File: config.mk
export PLATFORM = sky130hd
export DESIGN_NAME = ctc_greedy_decoder
export DESIGN_NICKNAME = d
export VERILOG_FILES = /design/src/ctcgd_pkg.sv /design/src/ctcgd_front.sv /design/src/ctcgd_queue.sv /design/src/ctcgd_back.sv /design/src/ctc_greedy_decoder.sv
export SDC_FILE = /design/constraint.sdc
export NUM_CORES = 1
export LEC_CHECK = 0
export ABC_AREA = 1
export BUFFER_PORTS_ARGS = -buffer_cell sky130_fd_sc_hd__buf_4
export CAP_MARGIN = 40
export CORE_MARGIN = 4
export CORE_UTILIZATION = 55
export DETAILED_ROUTE_END_ITERATION = 10
export GPL_TIMING_DRIVEN = 0
export PLACE_DENSITY = 0.77
export SLEW_MARGIN = 15
export SYNTH_ARGS = -nofsm -noshare
export SYNTH_HDL_FRONTEND = slang
export SYNTH_HIERARCHICAL = 1
export SYNTH_SLANG_ARGS = --single-unit
File: constraint.sdc
create_clock -name clock -period 4.4 [get_ports clock]
set_clock_uncertainty 0.2 [all_clocks]
set_input_delay 1.1 -clock clock [delete_from_list [all_inputs] [get_ports clock]]
set_output_delay 1.1 -clock clock [all_outputs]
set_load 0.01 [all_outputs]
File: src/ctcgd_pkg.sv
// ----------------------------------------------------------------------------
// ctc greedy decoder package
// shared constants, register codes and queue status type
// ----------------------------------------------------------------------------
package ctcgd_pkg;

   // configuration port
   localparam int CFG_W      = 14;
   localparam int CFG_ADDR_W = 1;

   // register indexes
   typedef enum logic [CFG_ADDR_W-1:0] {
      REG_CLASS_COUNT = 1'b0,
      REG_KEY_COUNT   = 1'b1
   } csr_reg_type;

   // register reset values
   localparam logic [CFG_W-1:0] CLASS_COUNT_RESET = 14'd1;
   localparam logic [CFG_W-1:0] KEY_COUNT_RESET   = 14'd0;

   // parameter defaults
   localparam int DEF_MAX_CLASSES = 8192;
   localparam int DEF_MAX_STEPS   = 1024;
   localparam int DEF_SCORE_WIDTH = 16;

   // step queue depth between front and back, power of two
   localparam int QUEUE_DEPTH = 2;

   // queue status seen by both sides
   typedef struct packed {
      logic full;
      logic empty;
   } queue_status_type;

endpackage

File: src/ctcgd_front.sv
// ----------------------------------------------------------------------------
// ctc greedy decoder front
// one score per cycle unless the queue is full; tracks the running maximum and
// pushes a step record (winner, best score, last flag) when the step closes
// ----------------------------------------------------------------------------
module ctcgd_front
   import ctcgd_pkg::*;
#(
   parameter int MAX_CLASSES = DEF_MAX_CLASSES,
   parameter int SCORE_WIDTH = DEF_SCORE_WIDTH,
   parameter int IDX_W       = $clog2(MAX_CLASSES),
   parameter int REQ_DATA_W  = ((SCORE_WIDTH + 7) / 8) * 8,
   parameter int REC_W       = IDX_W + SCORE_WIDTH + 1
) (
   input  logic                  clock,
   input  logic                  reset,
   input  logic [CFG_W-1:0]      class_count,
   input  logic                  req_tvalid,
   output logic                  req_tready,
   input  logic [REQ_DATA_W-1:0] req_tdata,
   input  logic                  req_tlast,
   input  queue_status_type      q_status,
   output logic                  push,
   output logic [REC_W-1:0]      push_data
);

   localparam int CMP_W = (IDX_W + 1 > CFG_W) ? IDX_W + 1 : CFG_W;
   localparam logic [CMP_W-1:0] MAX_C = CMP_W'(MAX_CLASSES);

   logic [IDX_W-1:0]              cnt_ff, cnt_in;
   logic signed [SCORE_WIDTH-1:0] max_ff, max_in;
   logic [IDX_W-1:0]              idx_ff, idx_in;

   logic                          accept;
   logic signed [SCORE_WIDTH-1:0] score;
   logic [CMP_W-1:0]              cc_ext;
   logic [CMP_W-1:0]              last_wide;
   logic [IDX_W-1:0]              last_idx;
   logic                          take;
   logic                          done;

   assign req_tready = !q_status.full;
   assign accept     = req_tvalid && req_tready;
   assign score      = signed'(req_tdata[SCORE_WIDTH-1:0]);

   // index of the last class of a step, count clamped to 1..MAX_CLASSES
   always_comb begin
      cc_ext = CMP_W'(class_count);
      if (cc_ext == '0) begin
         last_wide = '0;
      end else if (cc_ext > MAX_C) begin
         last_wide = MAX_C - CMP_W'(1);
      end else begin
         last_wide = cc_ext - CMP_W'(1);
      end
      last_idx = last_wide[IDX_W-1:0];
   end

   // running maximum, first class wins a tie
   always_comb begin
      take   = (cnt_ff == '0) || (score > max_ff);
      max_in = take ? score : max_ff;
      idx_in = take ? cnt_ff : idx_ff;
      done   = req_tlast || (cnt_ff >= last_idx);
      cnt_in = cnt_ff;
      if (accept) begin
         cnt_in = done ? '0 : cnt_ff + IDX_W'(1);
      end
   end

   // step record to the queue
   assign push      = accept && done;
   assign push_data = {req_tlast, max_in, idx_in};

   always_ff @(posedge clock) begin
      if (reset) begin
         cnt_ff <= '0;
      end else begin
         cnt_ff <= cnt_in;
      end
   end

   always_ff @(posedge clock) begin
      if (accept) begin
         max_ff <= max_in;
         idx_ff <= idx_in;
      end
   end

endmodule

File: src/ctcgd_queue.sv
// ----------------------------------------------------------------------------
// ctc greedy decoder step queue
// small first-in first-out buffer of closed-step records
// ----------------------------------------------------------------------------
module ctcgd_queue
   import ctcgd_pkg::*;
#(
   parameter int WIDTH = 8
) (
   input  logic             clock,
   input  logic             reset,
   input  logic             push,
   input  logic [WIDTH-1:0] push_data,
   input  logic             pop,
   output logic [WIDTH-1:0] pop_data,
   output queue_status_type q_status
);

   localparam int PTR_W = (QUEUE_DEPTH > 1) ? $clog2(QUEUE_DEPTH) : 1;

   logic [WIDTH-1:0] mem_ff [QUEUE_DEPTH];
   logic [PTR_W-1:0] wr_ptr_ff, wr_ptr_in;
   logic [PTR_W-1:0] rd_ptr_ff, rd_ptr_in;
   logic [PTR_W:0]   count_ff, count_in;

   // pointer and fill count
   always_comb begin
      wr_ptr_in = push ? wr_ptr_ff + PTR_W'(1) : wr_ptr_ff;
      rd_ptr_in = pop ? rd_ptr_ff + PTR_W'(1) : rd_ptr_ff;
      count_in  = count_ff;
      if (push && !pop) begin
         count_in = count_ff + (PTR_W+1)'(1);
      end else if (pop && !push) begin
         count_in = count_ff - (PTR_W+1)'(1);
      end
   end

   assign q_status.full  = (count_ff == (PTR_W+1)'(QUEUE_DEPTH));
   assign q_status.empty = (count_ff == '0);
   assign pop_data       = mem_ff[rd_ptr_ff];

   always_ff @(posedge clock) begin
      if (reset) begin
         wr_ptr_ff <= '0;
         rd_ptr_ff <= '0;
         count_ff  <= '0;
      end else begin
         wr_ptr_ff <= wr_ptr_in;
         rd_ptr_ff <= rd_ptr_in;
         count_ff  <= count_in;
      end
   end

   always_ff @(posedge clock) begin
      if (push) begin
         mem_ff[wr_ptr_ff] <= push_data;
      end
   end

endmodule

File: src/ctcgd_back.sv
// ----------------------------------------------------------------------------
// ctc greedy decoder back
// judges each closed step against the previous winner and the key count,
// counts steps and holds the result item in an output register
// ----------------------------------------------------------------------------
module ctcgd_back
   import ctcgd_pkg::*;
#(
   parameter int MAX_CLASSES = DEF_MAX_CLASSES,
   parameter int MAX_STEPS   = DEF_MAX_STEPS,
   parameter int SCORE_WIDTH = DEF_SCORE_WIDTH,
   parameter int IDX_W       = $clog2(MAX_CLASSES),
   parameter int STEP_W      = (MAX_STEPS > 1) ? $clog2(MAX_STEPS) : 1,
   parameter int REC_W       = IDX_W + SCORE_WIDTH + 1,
   parameter int RSP_DATA_W  = ((IDX_W + SCORE_WIDTH + STEP_W + 7) / 8) * 8
) (
   input  logic                  clock,
   input  logic                  reset,
   input  logic [CFG_W-1:0]      key_count,
   input  queue_status_type      q_status,
   input  logic [REC_W-1:0]      pop_data,
   output logic                  pop,
   output logic                  rsp_tvalid,
   input  logic                  rsp_tready,
   output logic [RSP_DATA_W-1:0] rsp_tdata,
   output logic                  rsp_tuser,
   output logic                  rsp_tlast
);

   localparam int CMP_W   = (IDX_W > CFG_W) ? IDX_W : CFG_W;
   localparam int PAY_W   = IDX_W + SCORE_WIDTH + STEP_W;
   localparam logic [STEP_W-1:0] STEP_MAX = STEP_W'(MAX_STEPS - 1);

   logic                   valid_ff, valid_in;
   logic                   char_ff, char_in;
   logic                   end_ff, end_in;
   logic [PAY_W-1:0]       pay_ff, pay_in;
   logic [IDX_W-1:0]       prev_ff, prev_in;
   logic [STEP_W-1:0]      step_ff, step_in;

   logic                   h_last;
   logic [SCORE_WIDTH-1:0] h_best;
   logic [IDX_W-1:0]       h_idx;
   logic                   emit;
   logic                   produce;

   // head record of the queue
   assign h_last = pop_data[REC_W-1];
   assign h_best = pop_data[REC_W-2 -: SCORE_WIDTH];
   assign h_idx  = pop_data[IDX_W-1:0];

   // character rule: not blank, inside the key range, not a repeat
   always_comb begin
      emit = (h_idx != '0)
          && (CMP_W'(h_idx) < CMP_W'(key_count))
          && (h_idx != prev_ff);
      produce = emit || h_last;
      pop = !q_status.empty && (!produce || !valid_ff || rsp_tready);
   end

   // output register and decode state
   always_comb begin
      valid_in = valid_ff && !rsp_tready;
      char_in  = char_ff;
      end_in   = end_ff;
      pay_in   = pay_ff;
      prev_in  = prev_ff;
      step_in  = step_ff;
      if (pop) begin
         if (produce) begin
            valid_in = 1'b1;
            char_in  = emit;
            end_in   = h_last;
            pay_in   = emit ? {step_ff, h_best, h_idx} : '0;
         end
         if (h_last) begin
            prev_in = '0;
            step_in = '0;
         end else begin
            prev_in = h_idx;
            if (step_ff != STEP_MAX) begin
               step_in = step_ff + STEP_W'(1);
            end
         end
      end
   end

   always_ff @(posedge clock) begin
      if (reset) begin
         valid_ff <= 1'b0;
         prev_ff  <= '0;
         step_ff  <= '0;
      end else begin
         valid_ff <= valid_in;
         prev_ff  <= prev_in;
         step_ff  <= step_in;
      end
   end

   always_ff @(posedge clock) begin
      char_ff <= char_in;
      end_ff  <= end_in;
      pay_ff  <= pay_in;
   end

   assign rsp_tvalid = valid_ff;
   assign rsp_tuser  = char_ff;
   assign rsp_tlast  = end_ff;
   assign rsp_tdata  = RSP_DATA_W'(pay_ff);

endmodule

File: src/ctc_greedy_decoder.sv
// ----------------------------------------------------------------------------
// ctc greedy decoder top level
// best-path decoding of a class score stream into key indices
//
//   channel  dir  handshake              payload
//   req      in   req_tvalid/req_tready  tdata: score; tlast: end_of_sequence
//   rsp      out  rsp_tvalid/rsp_tready  tdata: key_index, best_score,
//                                        step_index; tuser: char_valid;
//                                        tlast: sequence_end
//   csr      in   csr_we                 csr_addr, csr_wdata
//
// one score is taken every cycle unless the step queue is full; a closed step
// reaches rsp through the front compare, step queue and back output register
// throughput is set by the single front compare, one item per cycle while the
// queue has room; the queue lets the front run on while a result waits at rsp
// reset is synchronous and clears counters, queue and output valid
// ----------------------------------------------------------------------------
module ctc_greedy_decoder
   import ctcgd_pkg::*;
#(
   parameter int MAX_CLASSES = DEF_MAX_CLASSES,
   parameter int MAX_STEPS   = DEF_MAX_STEPS,
   parameter int SCORE_WIDTH = DEF_SCORE_WIDTH,
   parameter int IDX_W       = $clog2(MAX_CLASSES),
   parameter int STEP_W      = (MAX_STEPS > 1) ? $clog2(MAX_STEPS) : 1,
   parameter int REQ_DATA_W  = ((SCORE_WIDTH + 7) / 8) * 8,
   parameter int RSP_DATA_W  = ((IDX_W + SCORE_WIDTH + STEP_W + 7) / 8) * 8
) (
   input  logic                  clock,
   input  logic                  reset,
   // configuration
   input  logic                  csr_we,
   input  logic [CFG_ADDR_W-1:0] csr_addr,
   input  logic [CFG_W-1:0]      csr_wdata,
   // scores
   input  logic                  req_tvalid,
   output logic                  req_tready,
   input  logic [REQ_DATA_W-1:0] req_tdata,   // score
   input  logic                  req_tlast,
   // results
   output logic                  rsp_tvalid,
   input  logic                  rsp_tready,
   output logic [RSP_DATA_W-1:0] rsp_tdata,   // key_index, best_score, step_index
   output logic                  rsp_tuser,   // char_valid
   output logic                  rsp_tlast
);

   localparam int REC_W = IDX_W + SCORE_WIDTH + 1;

   logic [CFG_W-1:0]  class_count_ff, class_count_in;
   logic [CFG_W-1:0]  key_count_ff, key_count_in;

   logic              push;
   logic [REC_W-1:0]  push_data;
   logic              pop;
   logic [REC_W-1:0]  pop_data;
   queue_status_type  q_status;

   // configuration register decode
   always_comb begin
      class_count_in = class_count_ff;
      key_count_in   = key_count_ff;
      if (csr_we) begin
         unique case (csr_reg_type'(csr_addr))
            REG_CLASS_COUNT: class_count_in = csr_wdata;
            REG_KEY_COUNT:   key_count_in   = csr_wdata;
            default: ;
         endcase
      end
   end

   always_ff @(posedge clock) begin
      if (reset) begin
         class_count_ff <= CLASS_COUNT_RESET;
         key_count_ff   <= KEY_COUNT_RESET;
      end else begin
         class_count_ff <= class_count_in;
         key_count_ff   <= key_count_in;
      end
   end

   // score compare and step close
   ctcgd_front #(
      .MAX_CLASSES (MAX_CLASSES),
      .SCORE_WIDTH (SCORE_WIDTH),
      .IDX_W       (IDX_W),
      .REQ_DATA_W  (REQ_DATA_W),
      .REC_W       (REC_W)
   ) u_front (
      .clock       (clock),
      .reset       (reset),
      .class_count (class_count_ff),
      .req_tvalid  (req_tvalid),
      .req_tready  (req_tready),
      .req_tdata   (req_tdata),
      .req_tlast   (req_tlast),
      .q_status    (q_status),
      .push        (push),
      .push_data   (push_data)
   );

   // closed steps waiting for the back
   ctcgd_queue #(
      .WIDTH (REC_W)
   ) u_queue (
      .clock     (clock),
      .reset     (reset),
      .push      (push),
      .push_data (push_data),
      .pop       (pop),
      .pop_data  (pop_data),
      .q_status  (q_status)
   );

   // character decision and result register
   ctcgd_back #(
      .MAX_CLASSES (MAX_CLASSES),
      .MAX_STEPS   (MAX_STEPS),
      .SCORE_WIDTH (SCORE_WIDTH),
      .IDX_W       (IDX_W),
      .STEP_W      (STEP_W),
      .REC_W       (REC_W),
      .RSP_DATA_W  (RSP_DATA_W)
   ) u_back (
      .clock      (clock),
      .reset      (reset),
      .key_count  (key_count_ff),
      .q_status   (q_status),
      .pop_data   (pop_data),
      .pop        (pop),
      .rsp_tvalid (rsp_tvalid),
      .rsp_tready (rsp_tready),
      .rsp_tdata  (rsp_tdata),
      .rsp_tuser  (rsp_tuser),
      .rsp_tlast  (rsp_tlast)
   );

endmodule

* Word level (Yosys, flattened, before mapping)
Memories as Yosys holds them, arrays and structs flattened. A register that Yosys moved wholly into a read port is not among the register bits.
Index checks and enable logic that the tools add are counted.
** Word-level totals
- Register bits :: 139
- Bits in latches :: 0
- Memory bits (writable) :: 60
- Bits in read-only memories :: 0
- Input port bits :: 37
- Output and inout bits :: 44
- Memories :: 1
** Cells by class
- Add/subtract/negate cells :: 7
- $mul :: 0
- Div/mod/pow operators :: 0
- Magnitude comparators :: 4
- Eq/ne operators :: 3
- Shift-type cells :: 0
- Muxes and demuxes :: 16
- Bitwise operators :: 1
- Reductions and logical operators :: 30
** Memories
- u_queue.mem_ff :: words 2, width 30, read ports 1, clocked after memory_dff 1, write ports 1, RTL line ctcgd_queue.sv:21 : logic [WIDTH-1:0] mem_ff [QUEUE_DEPTH];
** Operators with widths (number)
- two-way mux 13 bit :: 5
- two-way mux 10 bit :: 2
- > comparator 16 bit :: 1
- two-way mux 16 bit :: 1
- > comparator 14 bit, second input constant :: 1
- zero test 14 bit :: 1
- less-than comparator 13 x 14 -> 1 bit :: 1
- adder 13 x 1 -> 13 bit, second input constant :: 1
- greater-or-equal comparator 13 bit :: 1
- zero test 13 bit :: 1
- != test 13 bit :: 1
- nonzero test 13 bit :: 1
- subtractor 13 x 1 -> 13 bit, second input constant :: 1
- adder 10 x 1 -> 10 bit, second input constant :: 1
- != test 10 bit, second input constant :: 1
- logical AND 1 bit :: 8
- AND reduction 2 bit :: 4
- zero test 1 bit :: 7
- two-way mux 1 bit :: 6
- logical OR 1 bit :: 5
- two-way mux 2 bit :: 2
- nonzero test 2 bit :: 2
- adder 1 bit, second input constant :: 2
- adder 2 x 1 -> 2 bit, second input constant :: 1
- other kinds (4) :: 4

* Logic depth before layout (Yosys ltp)
- Word-level depth :: 11
- Gate-level depth with buffers :: 29
- Mapped depth without buffers :: 28

* Hierarchy
The synthesis kept the hierarchy.
** By module, submodules not included
- ctcgd_back :: instances 1, cells an instance 436, area an instance 3373.2 µm²
- ctcgd_front :: instances 1, cells an instance 417, area an instance 3170.5 µm²
- ctcgd_queue :: instances 1, cells an instance 126, area an instance 2512.4 µm²
- ctc_greedy_decoder :: instances 1, cells an instance 153, area an instance 1128.6 µm²

* Worst setup path after synthesis
OpenSTA, ideal clock, no wires.
- Path type :: register -> register
- Start point :: register class_count_ff[0]
- End point :: memory u_queue/mem_ff[0][0] in the netlist's numbering, enable pin
- Library setup time :: 417 ps
- Data arrival time :: 3506 ps
- Data required time :: 3783 ps
- Setup slack :: 277 ps
- Stages on the path, launching flop included :: 24
- Period minus slack after synthesis :: 4123 ps
- Cell sequence :: dfxtp_1 > inv_1 > ha_1 > inv_1 > nor2_1 > nand3_1 > nor2_1 > inv_1 > nand2_1 > buf_2 > o21ai_0 > ha_1 > nor2_1 > nor2_1 > nand2_1 > nand3_1 > nand2_1 > nand2_1 > nand2_1 > nand2_1 > nand2_1 > inv_1 > inv_1 > nor2_1
** Between the ends
- Longest elaborated chain between the ends :: 8
** RTL lines
- start: declaration :: RTL line ctc_greedy_decoder.sv:50 : logic [CFG_W-1:0] class_count_ff, class_count_in;
- start signal: assignment :: RTL line ctc_greedy_decoder.sv:77 : class_count_ff <= class_count_in;
- subtractor 13 x 1 -> 13 bit / > comparator 14 bit (equally long branches) :: RTL line ctcgd_front.sv:54, ctcgd_front.sv:51
- two-way mux 13 bit :: RTL line ctcgd_front.sv:51 : end else if (cc_ext > MAX_C) begin
- two-way mux 13 bit (*) :: RTL line ctcgd_front.sv:49 : if (cc_ext == '0) begin
- greater-or-equal comparator 13 bit (*) :: RTL line ctcgd_front.sv:64 : done = req_tlast || (cnt_ff >= last_idx);
- logical OR 1 bit (*) :: RTL line ctcgd_front.sv:64
- logical AND 1 bit (*) :: RTL line ctcgd_front.sv:72 : assign push = accept && done;
- via push :: RTL line ctc_greedy_decoder.sv:53 : logic push;
- two-way mux 1 bit (*) :: RTL line ctcgd_queue.sv:55 : if (push) begin
- two-way mux 1 bit (implied by the code) (*) :: RTL line ctcgd_queue.sv:56 : mem_ff[wr_ptr_ff] <= push_data;
- end: declaration :: RTL line ctcgd_queue.sv:21
Mark *: on every way through the listed nets, which the timed path passes. The rest lies on a longest branch.

* Worst setup path in the final report
- Start point :: register class_count_ff[0]
- End point :: memory u_queue/mem_ff[1][17] in the netlist's numbering, enable pin
The elaborated chain is that of the path after synthesis.

==> reports/qor.csv <==
metric,value,unit
Die Width,144,um
"commonest non-fill, non-tap cell in the layout",nand2_1,
synthesized net count,1215,
post-detail-place hpwl,15.2,mm
run status,finished clean,
area delta synth->final,15.0,%
Die Ht,144,um
CORE AREA,18100,um^2
Sink Count,200,
final hold violation count,0,
vias,7537,
Post-Route WL,21.0,mm
worst rel slew slack,0.549,
"EDFF count, synth",130,
ANT nets after route,0,
Syn. warnings,6,
slowest cell on the critical path,inv_1,
sequential cell area fraction in the yosys report,0.521,
layout cells sized above 1,0.178,
Worst-path clk slew,0.07,ns
Crit. End Element,register,
"Cell Area, Placed",11100,um^2
# port buffers,78,
RePlAce Congestion,0.898,
CTS max path bufs,2,
largest net degree at the start of global routing,42,
start point of the critical path,class_count_ff[0],
FP Rows,49,
Worst-Margin Slew,0.675,ns
post-route minimum period,4.03,ns
reg2reg start,class_count_ff[0],
Min-Delay Path Class,reg2reg,
Leakage,5.33,nW
Arrival @ worst endpoint,3.97,ns
CTS tree,built,
vias in the first global route,6977,
Post-synth ARST share,0,
"top cells by area, synth","edfxtp_1 (38%), dfxtp_1 (14%), nand2_1 (9.5%)",
most area-hungry cell type in the Yosys netlist,edfxtp_1,
reg2reg path depth,24,
Hold Path Origin,key_count_ff[1],
Pwr Total,6.57,mW
cts bufs inserted,17,
Max Slew Vio Count,0,
fmax,0.248,GHz
syn_area_per_cell,9.00,um^2
r2r setup slk,0.37,ns
effective utilization at floorplan,0.563,
hold_ws,0.263,ns
Worst Path Max Fanout,17,
Yosys top cell area share,0.383,
Iter 0 DRT Violations,596,
most frequent cells in the layout,"nand2_1 (259), nor2_1 (163), inv_1 (157)",
crit-path cells,"inv_1, ha_1, inv_1, nor2_1, nand3_1, nor2_1, inv_1, nand2_1, buf_2, o21ai_0, ha_1, nor2_1, nor2_1, nand2_1, nand3_1, nand2_1, nand2_1, nand2_1, nand2_1, nand2_1, inv_1, nand2_1, inv_1, buf_8",
PD cells,561,nW/um^2
setup ws final,0.370,ns
Fin Setup TNS,0,ns
DR WL/cell,14.3,um
Clock Latency Late Sink,0.43,ns
synthesized cell area,10200,um^2
dpl ws,0.432,ns
CP Data Required Time,4.34,ns
post-CTS sizing,0,
initial antenna violation count,0,
die area,20800,um^2
Critical Path Max Stage Delay,0.50,ns
first-pass GRT wire length,33.9,mm
Synth cell types,41,
crit start category,register,
# DRC,0,
#FFs+latches synth,200,
final setup fails,0,
CP Class,reg2reg,
R2R Path End,u_queue/mem_ff[1][17],
antenna fix cells,0,
Mapped Cells,1132,
drt first pass iters,5,
Synth Flop Type,edfxtp_1,
"Design Area, Final",11700,um^2
number of post-CTS setup repair buffers,0,
I/O pin total,81,
Critical Path End,u_queue/mem_ff[1][17],
most frequent CP cell,nand2_1,
H-tree Lvls,4,
Max-cap violations,0,
fin crit share,0.916,
hold buffer count at CTS,0,
routed vias/inst,5.11,
unrepaired setup endpoints after global routing,false,
GRT overflow,0,
CTS Root Cell,clkbuf_16,
maximum vdd drop,336,uV
Nets,1316,
GRT Total Usage,0.207,
-- flip-flops by register name, summed over array words and instances, names as in the netlist, named ones only --
signal,flops
u_queue/mem_ff,60
u_back/pay_ff,39
u_front/max_ff,16
class_count_ff,14
key_count_ff,14
u_back/prev_ff,13
u_front/cnt_ff,13
u_front/idx_ff,13
u_back/step_ff,10
u_queue/count_ff,2
u_back/rsp_tlast,1
u_back/rsp_tuser,1
u_back/rsp_tvalid,1
u_queue/rd_ptr_ff,1
u_queue/wr_ptr_ff,1
-- kinds of logic after synthesis --
logic type,synth area share
simple gates,0.247
buf+inv,0.0887
flops,0.521
compound gates,0.0332
mux,0.0442
fa+ha+maj,0.0565
xor+xnor,0.00946
other cells,0.000368
-- worst min path at each step --
stage                                   to  slack (ns)  cells past startpoint
after CTS                 key_count_ff[11]        0.26                      2
after global placement     key_count_ff[3]        0.25                      2
after floorplan            key_count_ff[1]        0.23                      2
final                      key_count_ff[1]        0.26                      2
after detailed placement  key_count_ff[11]        0.25                      2
after global routing      key_count_ff[12]        0.28                      2
-- where the power goes --
group          leakage (nW)  total (mW)  switching (mW)  internal (mW)
clock                 0.270        1.47           0.728          0.746
sequential             1.82        2.77           0.200           2.57
combinational          3.25        2.32            1.37          0.946
total                  5.33        6.57            2.30           4.27
-- worst max-delay path: cells and delay by family, from the launching register on --
kind                     cells  cell delay, ns
buffers and inverters        7            1.41
AO/OA/AOI/OAI                1            0.12
AND/OR/NAND/NOR             14            1.23
flip-flops                   1            0.35
adder cells (fa/ha/maj)      2            0.43
-- Yosys cell counts, drive strengths merged, types with 6 or more instances --
cell type and instances:
nand2 276, nor2 169, inv 167, edfxtp 130
nand3 94, dfxtp 70, ha 46, a21oi 31
buf 31, mux2 30, nand4 21, o21ai 18
nor3 9, clkbuf 8, xnor2 6
-- final cells by class --
cell class                 instances  area (um^2)
inverter                         167          627
fill                            1438         6380
tap                              229          287
timing repair buffer              82          676
clock buffer                      17          425
sequential                       200         5310
buffer                            39          277
clock inverter                    15          130
multi-input combinational        726         3980
-- through the flow --
stage,instances,utilization
5_1_grt,1475,0.647
3_5_place_dp,1442,0.616
2_1_floorplan,1132,-
6_report,1475,0.647
3_3_place_gp,1439,0.611
4_1_cts,1474,0.646
-- per-layer routing --
| layer | track usage | up-vias | wire length [um] |
|---|---|---|---|
| met5 | 0 | - | 0 |
| met4 | 0.0634 | 0 | 321 |
| met3 | 0.0314 | 25 | 922 |
| met2 | 0.354 | 186 | 10300 |
| met1 | 0.273 | 3457 | 9520 |
| li1 | - | 3869 | - |
No activity file was read; power rests on OpenSTA's default activity.
